[src/sv/keyword_cipher_decrypt_assert.svh]
// Assertion macros for the keyword cipher decrypt controller.
`ifndef KEYWORD_CIPHER_DECRYPT_ASSERT_SVH
`define KEYWORD_CIPHER_DECRYPT_ASSERT_SVH

// Same-cycle implication, sampled on clk, off during reset.
`define KCD_ASSERT_NOW(label, ante, cons, msg) \
  label: assert property (@(posedge clk) disable iff (!rst_n) (ante) |-> (cons)) \
    else $error(msg);

// Next-cycle implication, sampled on clk, off during reset.
`define KCD_ASSERT_NEXT(label, ante, cons, msg) \
  label: assert property (@(posedge clk) disable iff (!rst_n) (ante) |=> (cons)) \
    else $error(msg);

`endif

[src/sv/kcd_pkg.sv]
// Types and constants for the keyword cipher decrypt block.
`default_nettype none

package kcd_pkg;

  localparam int LETTERS  = 26;
  localparam int LETTER_W = 5;

  localparam logic [7:0] CHAR_LA     = 8'h61;  // 'a'
  localparam logic [7:0] CHAR_LZ     = 8'h7a;  // 'z'
  localparam logic [7:0] CHAR_UA     = 8'h41;  // 'A'
  localparam logic [7:0] CHAR_UZ     = 8'h5a;  // 'Z'
  localparam logic [7:0] CASE_OFFSET = 8'h20;  // 'a' - 'A'

  localparam logic [LETTER_W-1:0] LAST_LETTER = LETTER_W'(LETTERS - 1);

  // Commands from the controller to the datapath.
  typedef struct packed {
    logic kw_load;    // keyword word accepted
    logic kw_last;    // ... and it closes the keyword
    logic txt_load;   // ciphertext word accepted, load result register
    logic fill_step;  // one step of the key alphabet fill
  } cmd_t;

endpackage

`default_nettype wire

[src/sv/kcd_dpath.sv]
// Datapath: key table, keyword tracking state, fill pointer and result register.
`default_nettype none

module kcd_dpath (
  input  wire              clk,
  input  wire              rst_n,
  input  kcd_pkg::cmd_t    cmd,
  input  wire  [7:0]       in_data_char,
  output logic [7:0]       out_plain_char
);

  logic [kcd_pkg::LETTER_W-1:0] key_pos_r [kcd_pkg::LETTERS];
  logic [kcd_pkg::LETTERS-1:0]  used_r;
  logic [kcd_pkg::LETTER_W-1:0] next_pos_r;
  logic [kcd_pkg::LETTER_W-1:0] last_new_r;
  logic                         building_r;
  logic                         any_kw_r;
  logic [kcd_pkg::LETTER_W-1:0] fill_letter_r;
  logic [7:0]                   plain_r;

  logic                         is_upper;
  logic [7:0]                   lc_char;
  logic                         is_letter;
  logic [kcd_pkg::LETTER_W-1:0] idx;

  // keyword state as seen by this word (cleared at the start of a keyword)
  logic [kcd_pkg::LETTERS-1:0]  base_used;
  logic [kcd_pkg::LETTER_W-1:0] base_pos;
  logic [kcd_pkg::LETTER_W-1:0] base_last;
  logic                         base_any;
  logic                         new_letter;
  logic [kcd_pkg::LETTER_W-1:0] last_nxt;
  logic                         any_nxt;
  logic [kcd_pkg::LETTER_W-1:0] fill_start;
  logic                         fill_place;
  logic [7:0]                   plain_nxt;

  always_comb begin
    is_upper  = (in_data_char >= kcd_pkg::CHAR_UA) && (in_data_char <= kcd_pkg::CHAR_UZ);
    lc_char   = is_upper ? in_data_char + kcd_pkg::CASE_OFFSET : in_data_char;
    is_letter = (lc_char >= kcd_pkg::CHAR_LA) && (lc_char <= kcd_pkg::CHAR_LZ);
    idx       = kcd_pkg::LETTER_W'(lc_char - kcd_pkg::CHAR_LA);

    base_used = building_r ? used_r     : '0;
    base_pos  = building_r ? next_pos_r : '0;
    base_last = building_r ? last_new_r : '0;
    base_any  = building_r && any_kw_r;

    new_letter = is_letter && !base_used[idx];
    last_nxt   = new_letter ? idx : base_last;
    any_nxt    = base_any || new_letter;

    if (!any_nxt) begin
      fill_start = '0;
    end else if (last_nxt == kcd_pkg::LAST_LETTER) begin
      fill_start = '0;
    end else begin
      fill_start = last_nxt + kcd_pkg::LETTER_W'(1);
    end

    fill_place = !used_r[fill_letter_r];

    if (is_letter) begin
      plain_nxt = (is_upper ? kcd_pkg::CHAR_UA : kcd_pkg::CHAR_LA) + {3'b000, key_pos_r[idx]};
    end else begin
      plain_nxt = in_data_char;
    end
  end

  always_ff @(posedge clk) begin
    if (!rst_n) begin
      for (int i = 0; i < kcd_pkg::LETTERS; i++) begin
        key_pos_r[i] <= kcd_pkg::LETTER_W'(i);
      end
      used_r        <= '0;
      next_pos_r    <= '0;
      last_new_r    <= '0;
      building_r    <= 1'b0;
      any_kw_r      <= 1'b0;
      fill_letter_r <= '0;
    end else if (cmd.kw_load) begin
      if (new_letter) begin
        key_pos_r[idx] <= base_pos;
        used_r         <= base_used | (kcd_pkg::LETTERS'(1) << idx);
        next_pos_r     <= base_pos + kcd_pkg::LETTER_W'(1);
      end else begin
        used_r     <= base_used;
        next_pos_r <= base_pos;
      end
      last_new_r    <= last_nxt;
      any_kw_r      <= any_nxt;
      building_r    <= !cmd.kw_last;
      fill_letter_r <= fill_start;
    end else if (cmd.fill_step) begin
      if (fill_place) begin
        key_pos_r[fill_letter_r] <= next_pos_r;
        used_r[fill_letter_r]    <= 1'b1;
        next_pos_r               <= next_pos_r + kcd_pkg::LETTER_W'(1);
      end
      fill_letter_r <= (fill_letter_r == kcd_pkg::LAST_LETTER) ? '0
                     : fill_letter_r + kcd_pkg::LETTER_W'(1);
    end
  end

  always_ff @(posedge clk) begin
    if (cmd.txt_load) begin
      plain_r <= plain_nxt;
    end
  end

  assign out_plain_char = plain_r;

endmodule

`default_nettype wire

[src/sv/kcd_ctrl.sv]
// Controller: handshakes, fill sequencing and result-register valid.
`default_nettype none

module kcd_ctrl (
  input  wire            clk,
  input  wire            rst_n,
  input  wire            in_valid,
  input  wire            in_kind,
  input  wire            in_keyword_last,
  output logic           in_ready,
  output logic           out_valid,
  input  wire            out_ready,
  output kcd_pkg::cmd_t  cmd
);

  typedef enum logic {
    ST_IDLE,
    ST_FILL
  } state_t;

  state_t                       state_r, state_nxt;
  logic [kcd_pkg::LETTER_W-1:0] fill_cnt_r, fill_cnt_nxt;
  logic                         out_valid_r, out_valid_nxt;
  logic                         accept;

  always_comb begin
    in_ready = (state_r == ST_IDLE) && (!out_valid_r || out_ready);
    accept   = in_valid && in_ready;

    cmd.kw_load   = accept && !in_kind;
    cmd.kw_last   = accept && !in_kind && in_keyword_last;
    cmd.txt_load  = accept && in_kind;
    cmd.fill_step = (state_r == ST_FILL);

    state_nxt     = state_r;
    fill_cnt_nxt  = fill_cnt_r;
    out_valid_nxt = out_valid_r;

    if (out_valid_r && out_ready) begin
      out_valid_nxt = 1'b0;
    end
    if (cmd.txt_load) begin
      out_valid_nxt = 1'b1;
    end

    case (state_r)
      ST_IDLE: begin
        if (cmd.kw_last) begin
          state_nxt    = ST_FILL;
          fill_cnt_nxt = '0;
        end
      end
      ST_FILL: begin
        // one pass over the whole alphabet
        if (fill_cnt_r == kcd_pkg::LAST_LETTER) begin
          state_nxt = ST_IDLE;
        end
        fill_cnt_nxt = fill_cnt_r + kcd_pkg::LETTER_W'(1);
      end
      default: begin
        state_nxt = ST_IDLE;
      end
    endcase
  end

  always_ff @(posedge clk) begin
    if (!rst_n) begin
      state_r     <= ST_IDLE;
      fill_cnt_r  <= '0;
      out_valid_r <= 1'b0;
    end else begin
      state_r     <= state_nxt;
      fill_cnt_r  <= fill_cnt_nxt;
      out_valid_r <= out_valid_nxt;
    end
  end

  assign out_valid = out_valid_r;

`include "keyword_cipher_decrypt_assert.svh"

  `KCD_ASSERT_NOW(a_fill_blocks_input, state_r == ST_FILL, !in_ready, "input taken during fill")
  `KCD_ASSERT_NEXT(a_last_starts_fill, cmd.kw_last, state_r == ST_FILL, "fill did not start")
  `KCD_ASSERT_NEXT(a_fill_runs, (state_r == ST_FILL) && (fill_cnt_r != kcd_pkg::LAST_LETTER), (state_r == ST_FILL) && (fill_cnt_r == $past(fill_cnt_r) + kcd_pkg::LETTER_W'(1)), "fill cut short")
  `KCD_ASSERT_NEXT(a_text_gives_word, cmd.txt_load, out_valid_r, "no result for text word")

endmodule

`default_nettype wire

[src/sv/keyword_cipher_decrypt.sv]
// Keyword substitution cipher decryptor: top level.
// Input channel (in_valid/in_ready): in_kind 0 carries a keyword character,
// in_kind 1 a ciphertext character; in_keyword_last marks the final keyword
// character. Keyword letters are case folded, each unseen letter takes the next
// key position, non-letters are skipped.
// Output channel (out_valid/out_ready): one word per ciphertext character,
// out_plain_char, the decrypted letter in the same case or the byte unchanged.
// Keyword words make no output.
// Latency: a ciphertext word shows on the output the cycle after acceptance.
// Throughput: one word per cycle while the receiver keeps up; a keyword word with
// in_keyword_last set is followed by the key alphabet fill, one letter per cycle,
// from the letter after the last new keyword letter, during which in_ready is low.
// A single output register holds the result; while the receiver stalls it,
// in_ready is low and the next word of either kind waits until it is taken.
// Reset (rst_n low, synchronous) gives the identity key and an empty output.
`default_nettype none

module keyword_cipher_decrypt (
  input  wire        clk,
  input  wire        rst_n,
  input  wire        in_valid,
  output logic       in_ready,
  input  wire        in_kind,
  input  wire  [7:0] in_data_char,
  input  wire        in_keyword_last,
  output logic       out_valid,
  input  wire        out_ready,
  output logic [7:0] out_plain_char
);

  kcd_pkg::cmd_t cmd;

  kcd_ctrl u_ctrl (
    .clk             (clk),
    .rst_n           (rst_n),
    .in_valid        (in_valid),
    .in_kind         (in_kind),
    .in_keyword_last (in_keyword_last),
    .in_ready        (in_ready),
    .out_valid       (out_valid),
    .out_ready       (out_ready),
    .cmd             (cmd)
  );

  kcd_dpath u_dpath (
    .clk            (clk),
    .rst_n          (rst_n),
    .cmd            (cmd),
    .in_data_char   (in_data_char),
    .out_plain_char (out_plain_char)
  );

endmodule

`default_nettype wire
[config.mk]
export PLATFORM = sky130hd
export DESIGN_NAME = keyword_cipher_decrypt
export DESIGN_NICKNAME = d
export VERILOG_FILES = /design/src/sv/kcd_pkg.sv /design/src/sv/kcd_dpath.sv /design/src/sv/kcd_ctrl.sv /design/src/sv/keyword_cipher_decrypt.sv
export VERILOG_INCLUDE_DIRS = /design/src /design/src/sv
export SDC_FILE = /design/constraint.sdc
export NUM_CORES = 1
export LEC_CHECK = 0
export ABC_AREA = 1
export BUFFER_PORTS_ARGS = -buffer_cell sky130_fd_sc_hd__buf_4
export CORE_MARGIN = 2
export CORE_UTILIZATION = 30
export DETAILED_ROUTE_END_ITERATION = 6
export GPL_ROUTABILITY_DRIVEN = 0
export PLACE_DENSITY_LB_ADDON = 0.25
export SLEW_MARGIN = 20
export SYNTH_ARGS = -nofsm -noshare
export SYNTH_HDL_FRONTEND = slang
export SYNTH_SLANG_ARGS = --single-unit
export TNS_END_PERCENT = 30
[constraint.sdc]
create_clock -name clk -period 4.1 [get_ports clk]
set_input_delay 0.82 -clock clk [delete_from_list [all_inputs] [get_ports clk]]
set_output_delay 0.82 -clock clk [all_outputs]
set_load 0.02 [all_outputs]
==> impl_metrics.csv <==
group,metric,value,unit
clock_tree,clkSinkCount,218,
finish,final_nets,1471,
power_and_ir_drop,intPower,4.15,mW
clock_tree,tritoncts,"yes",
detailed_routing,ant_nets,0,
timing,finalMaxSlewViolations,0,
power_and_ir_drop,switchingPower,1.52,mW
synth,synth_compound_area_share,14.5,%
clock_tree,cts_resized,0,
timing,min_period,3320,ps
clock_tree,path_clk_slew,70,ps
power_and_ir_drop,p_leak,5.02,nW
synth,synth_cells,1394,
synth,async_reset_ff_share,0,%
die,dieWidth,201,um
synth,netlist_top_cells_area,"edfxtp_1 (43%), nand2_1 (9.3%), dfxtp_1 (8.6%), nor2_1 (7.6%), o21ai_0 (5.6%)",
worst_setup_path,r2r_setup_slack,800,ps
synth,yosysWarnings,0,
clock_tree,cts_hold_buf,0,
detailed_routing,drt_iter0_drc,869,
synth,ys_types,43,
die,initial_core_util,30.2,%
synth,yosysTopAreaCellShare,43.5,%
power_and_ir_drop,finalPower,5.67,mW
detailed_routing,drcViolationCount,0,
worst_setup_path,critical_path_class,"in -> reg",
power_and_ir_drop,p_clk_share,43.0,%
timing,max_freq,301,MHz
worst_setup_path,worstPathArrival,3570,ps
timing,worst_pin_slew,939,ps
placed_design,placed_area,12700,um^2
min_path,hp-start,"u_dpath.used_r[5]$_SDFFE_PN0P_",
die,row_count,72,
timing,setup_viol,0,
synth,synth_top_area_cell,"edfxtp_1",
timing,period_share,81.1,%
die,ios,24,
worst_setup_path,crit_start,"in_data_char[1]",
synth,ys_ff_latch,218,
synth,synth.avg_cell_area,8.32,um^2
detailed_routing,dr.pass1.iters,7,
global_routing,antenna_found_initial,0,
clock_tree,post_cts_buffers,0,
timing,skew,27.2,ps
placed_design,place_hpwl,23800,um
clock_tree,root_buffer,"clkbuf_16",
detailed_routing,via_per_inst,5.04,
worst_setup_path,r2r-end,"u_dpath.key_pos_r[22][4]$_SDFFCE_PN1P_",
global_routing,grt_pass1_vias,9870,
power_and_ir_drop,combPwrFrac,13.3,%
detailed_routing,wirelength,34900,um
timing,slew_headroom,37.4,%
timing,hold_viol,0,
power_and_ir_drop,p_sw_share,26.8,%
synth,syn_nets,1424,
timing,rsz0062_at_grt,"no",
die,core-area,38400,um^2
clock_tree,h-tree-depth,1,
synth,synth-xor-area-share,0.690,%
power_and_ir_drop,vdd_ir_drop_max,0.267,mV
power_and_ir_drop,p_per_area,415,nW/um^2
worst_setup_path,reg2reg_depth,12,
finish,fin_area,13600,um^2
finish,layout-drive-gt1-share,14.3,%
synth,syn_area,11600,um^2
global_routing,grt_util_all_layers,17.3,%
outcome,status,"completed",
min_path,holdPathStages,2,
finish,final_util,35.6,%
finish,layout-area-overhead-vs-synth,17.6,%
synth,seq_area_frac_synth,52.1,%
die,die_h,201,um
power_and_ir_drop,seqPwrFrac,43.7,%
synth,yosysMostFrequentCell,"nand2_1",
worst_setup_path,start_kind,"primary input",
clock_tree,clockBufferDepth,3,
clock_tree,numCtsBuffers,26,
finish,diodes,0,
finish,fillers,4031,
min_path,hp-class,"reg -> reg",
synth,yosys.area_share.simple,23.9,%
global_routing,grt-ovfl-total,0,
global_routing,grt_pass1_wl,55800,um
synth,synth_common_cells,"nand2_1 (287), nor2_1 (235), edfxtp_1 (168)",
synth,synth_adder_area_share,1.73,%
worst_setup_path,rr_startpoint,"u_dpath.fill_letter_r[2]$_SDFFE_PN0P_",
detailed_routing,num_vias,9973,
placed_design,numPortBuffers,23,
synth,ys.flop_type,"edfxtp_1",
clock_tree,clk_latency,550,ps
worst_setup_path,worst_ep_required_time,4350,ps
timing,finalSetupTns,0,ps
die,dieArea,40300,um^2
synth,synth_mux_area_share,0,%
worst_setup_path,cp-end-kind,"register",
worst_setup_path,cp_max_fo,10,
flow_run,maxCapViolCount,0,
detailed_routing,wl_per_cell,17.7,um
global_routing,grt_max_degree,98,
synth,synth_top_family_by_area,"simple AND/OR/NAND/NOR gates",
worst_setup_path,critical_path.endpoint,"u_dpath.key_pos_r[5][1]$_SDFFCE_PN0P_",
synth,synth-edff-count,168,
==> placed cells by master, fill, tap and decap left out, types with 8 or more instances in the layout <==
cell type,count
edfxtp_1,168
o221ai_1,8
o21ai_0,129
ha_1,15
nand4_1,15
dfxtp_1,50
nand3_1,86
inv_1,81
nor2_1,234
nor2_2,9
a21oi_1,42
nor3_1,16
clkbuf_16,26
o211ai_1,39
inv_2,33
o31ai_1,15
o22ai_1,16
buf_4,100
nand2_1,287
a31oi_1,24
==> flip-flops by register name (all words and copies together), names as in the netlist, 5 cells and up <==
| name | count |
|---|---|
| u_ctrl.fill_cnt_r | 5 |
| u_dpath.fill_letter_r | 5 |
| u_dpath.key_pos_r | 160 |
| u_dpath.last_new_r | 5 |
| u_dpath.next_pos_r | 5 |
| u_dpath.out_plain_char | 8 |
| u_dpath.used_r | 26 |
==> power groups by stage <==
stage	clock network, mW	registers [mW]	logic (mW)
floorplan	0	2.51	0.482
global placement	0	2.52	0.746
detailed placement	0	2.52	0.747
CTS	2.48	2.48	0.751
global route	2.57	2.48	0.833
finish	2.44	2.48	0.753
==> routing by layer <==
metal	GRT usage [%]	part of all wire [%]
met5	0	0
met4	5.00	2.8
met3	1.79	4.2
met2	29.5	48
met1	23.3	45
==> kinds of logic (layout without fill, tap and decap cells) <==
kind of cell | after synthesis | count (layout)
and+or+nand+nor | 665 | 665
AOI/OAI and AO/OA | 285 | 285
DFF | 218 | 218
buffers and inverters | 203 | 270
adders and majority gates | 16 | 16
xor gates and xnor gates | 7 | 7
==> layout make-up <==
| class | count | area, um^2 | share of cell area (%) |
|---|---|---|---|
| repair buffers | 106 | 871 | 6.38 |
| clock buffers | 35 | 714 | 5.23 |
| multi-input cells | 973 | 4740 | 34.7 |
| inverters | 116 | 435 | 3.19 |
| well taps | 518 | 648 | 4.75 |
| clock inverters | 13 | 193 | 1.41 |
| flip-flops and latches | 218 | 6050 | 44.3 |
==> stage by stage <==
stage	setup WS, ps	hold slack, ps	cells
after detailed placement	223	473	1931
after CTS	759	485	1979
after floorplan	226	458	1394
after global routing	482	501	1979
final	777	486	1979
after global placement	345	473	1931
==> worst min path at each step <==
stage / endpoint / slack (ps)
after global routing: u_dpath.used_r[6]$_SDFFE_PN0P_ / 500
after CTS: u_dpath.used_r[6]$_SDFFE_PN0P_ / 480
after floorplan: u_dpath.used_r[10]$_SDFFE_PN0P_ / 460
after detailed placement: u_dpath.used_r[5]$_SDFFE_PN0P_ / 470
after global placement: u_dpath.used_r[1]$_SDFFE_PN0P_ / 470
final: u_dpath.used_r[5]$_SDFFE_PN0P_ / 490
==> worst max-delay path, cell delays in order <==
cell,delay [ps]
buf_4,120
inv_1,100
ha_2,410
clkinv_1,310
nand3_1,190
nand3_1,100
nand3_1,100
nand2_1,90
nand2_1,130
nand3_4,80
inv_2,60
o211ai_1,160
inv_2,160
nand3_2,170
inv_2,200
nand2_1,140
nand2_1,220
Note: power is estimated with default switching activity, not from simulation.
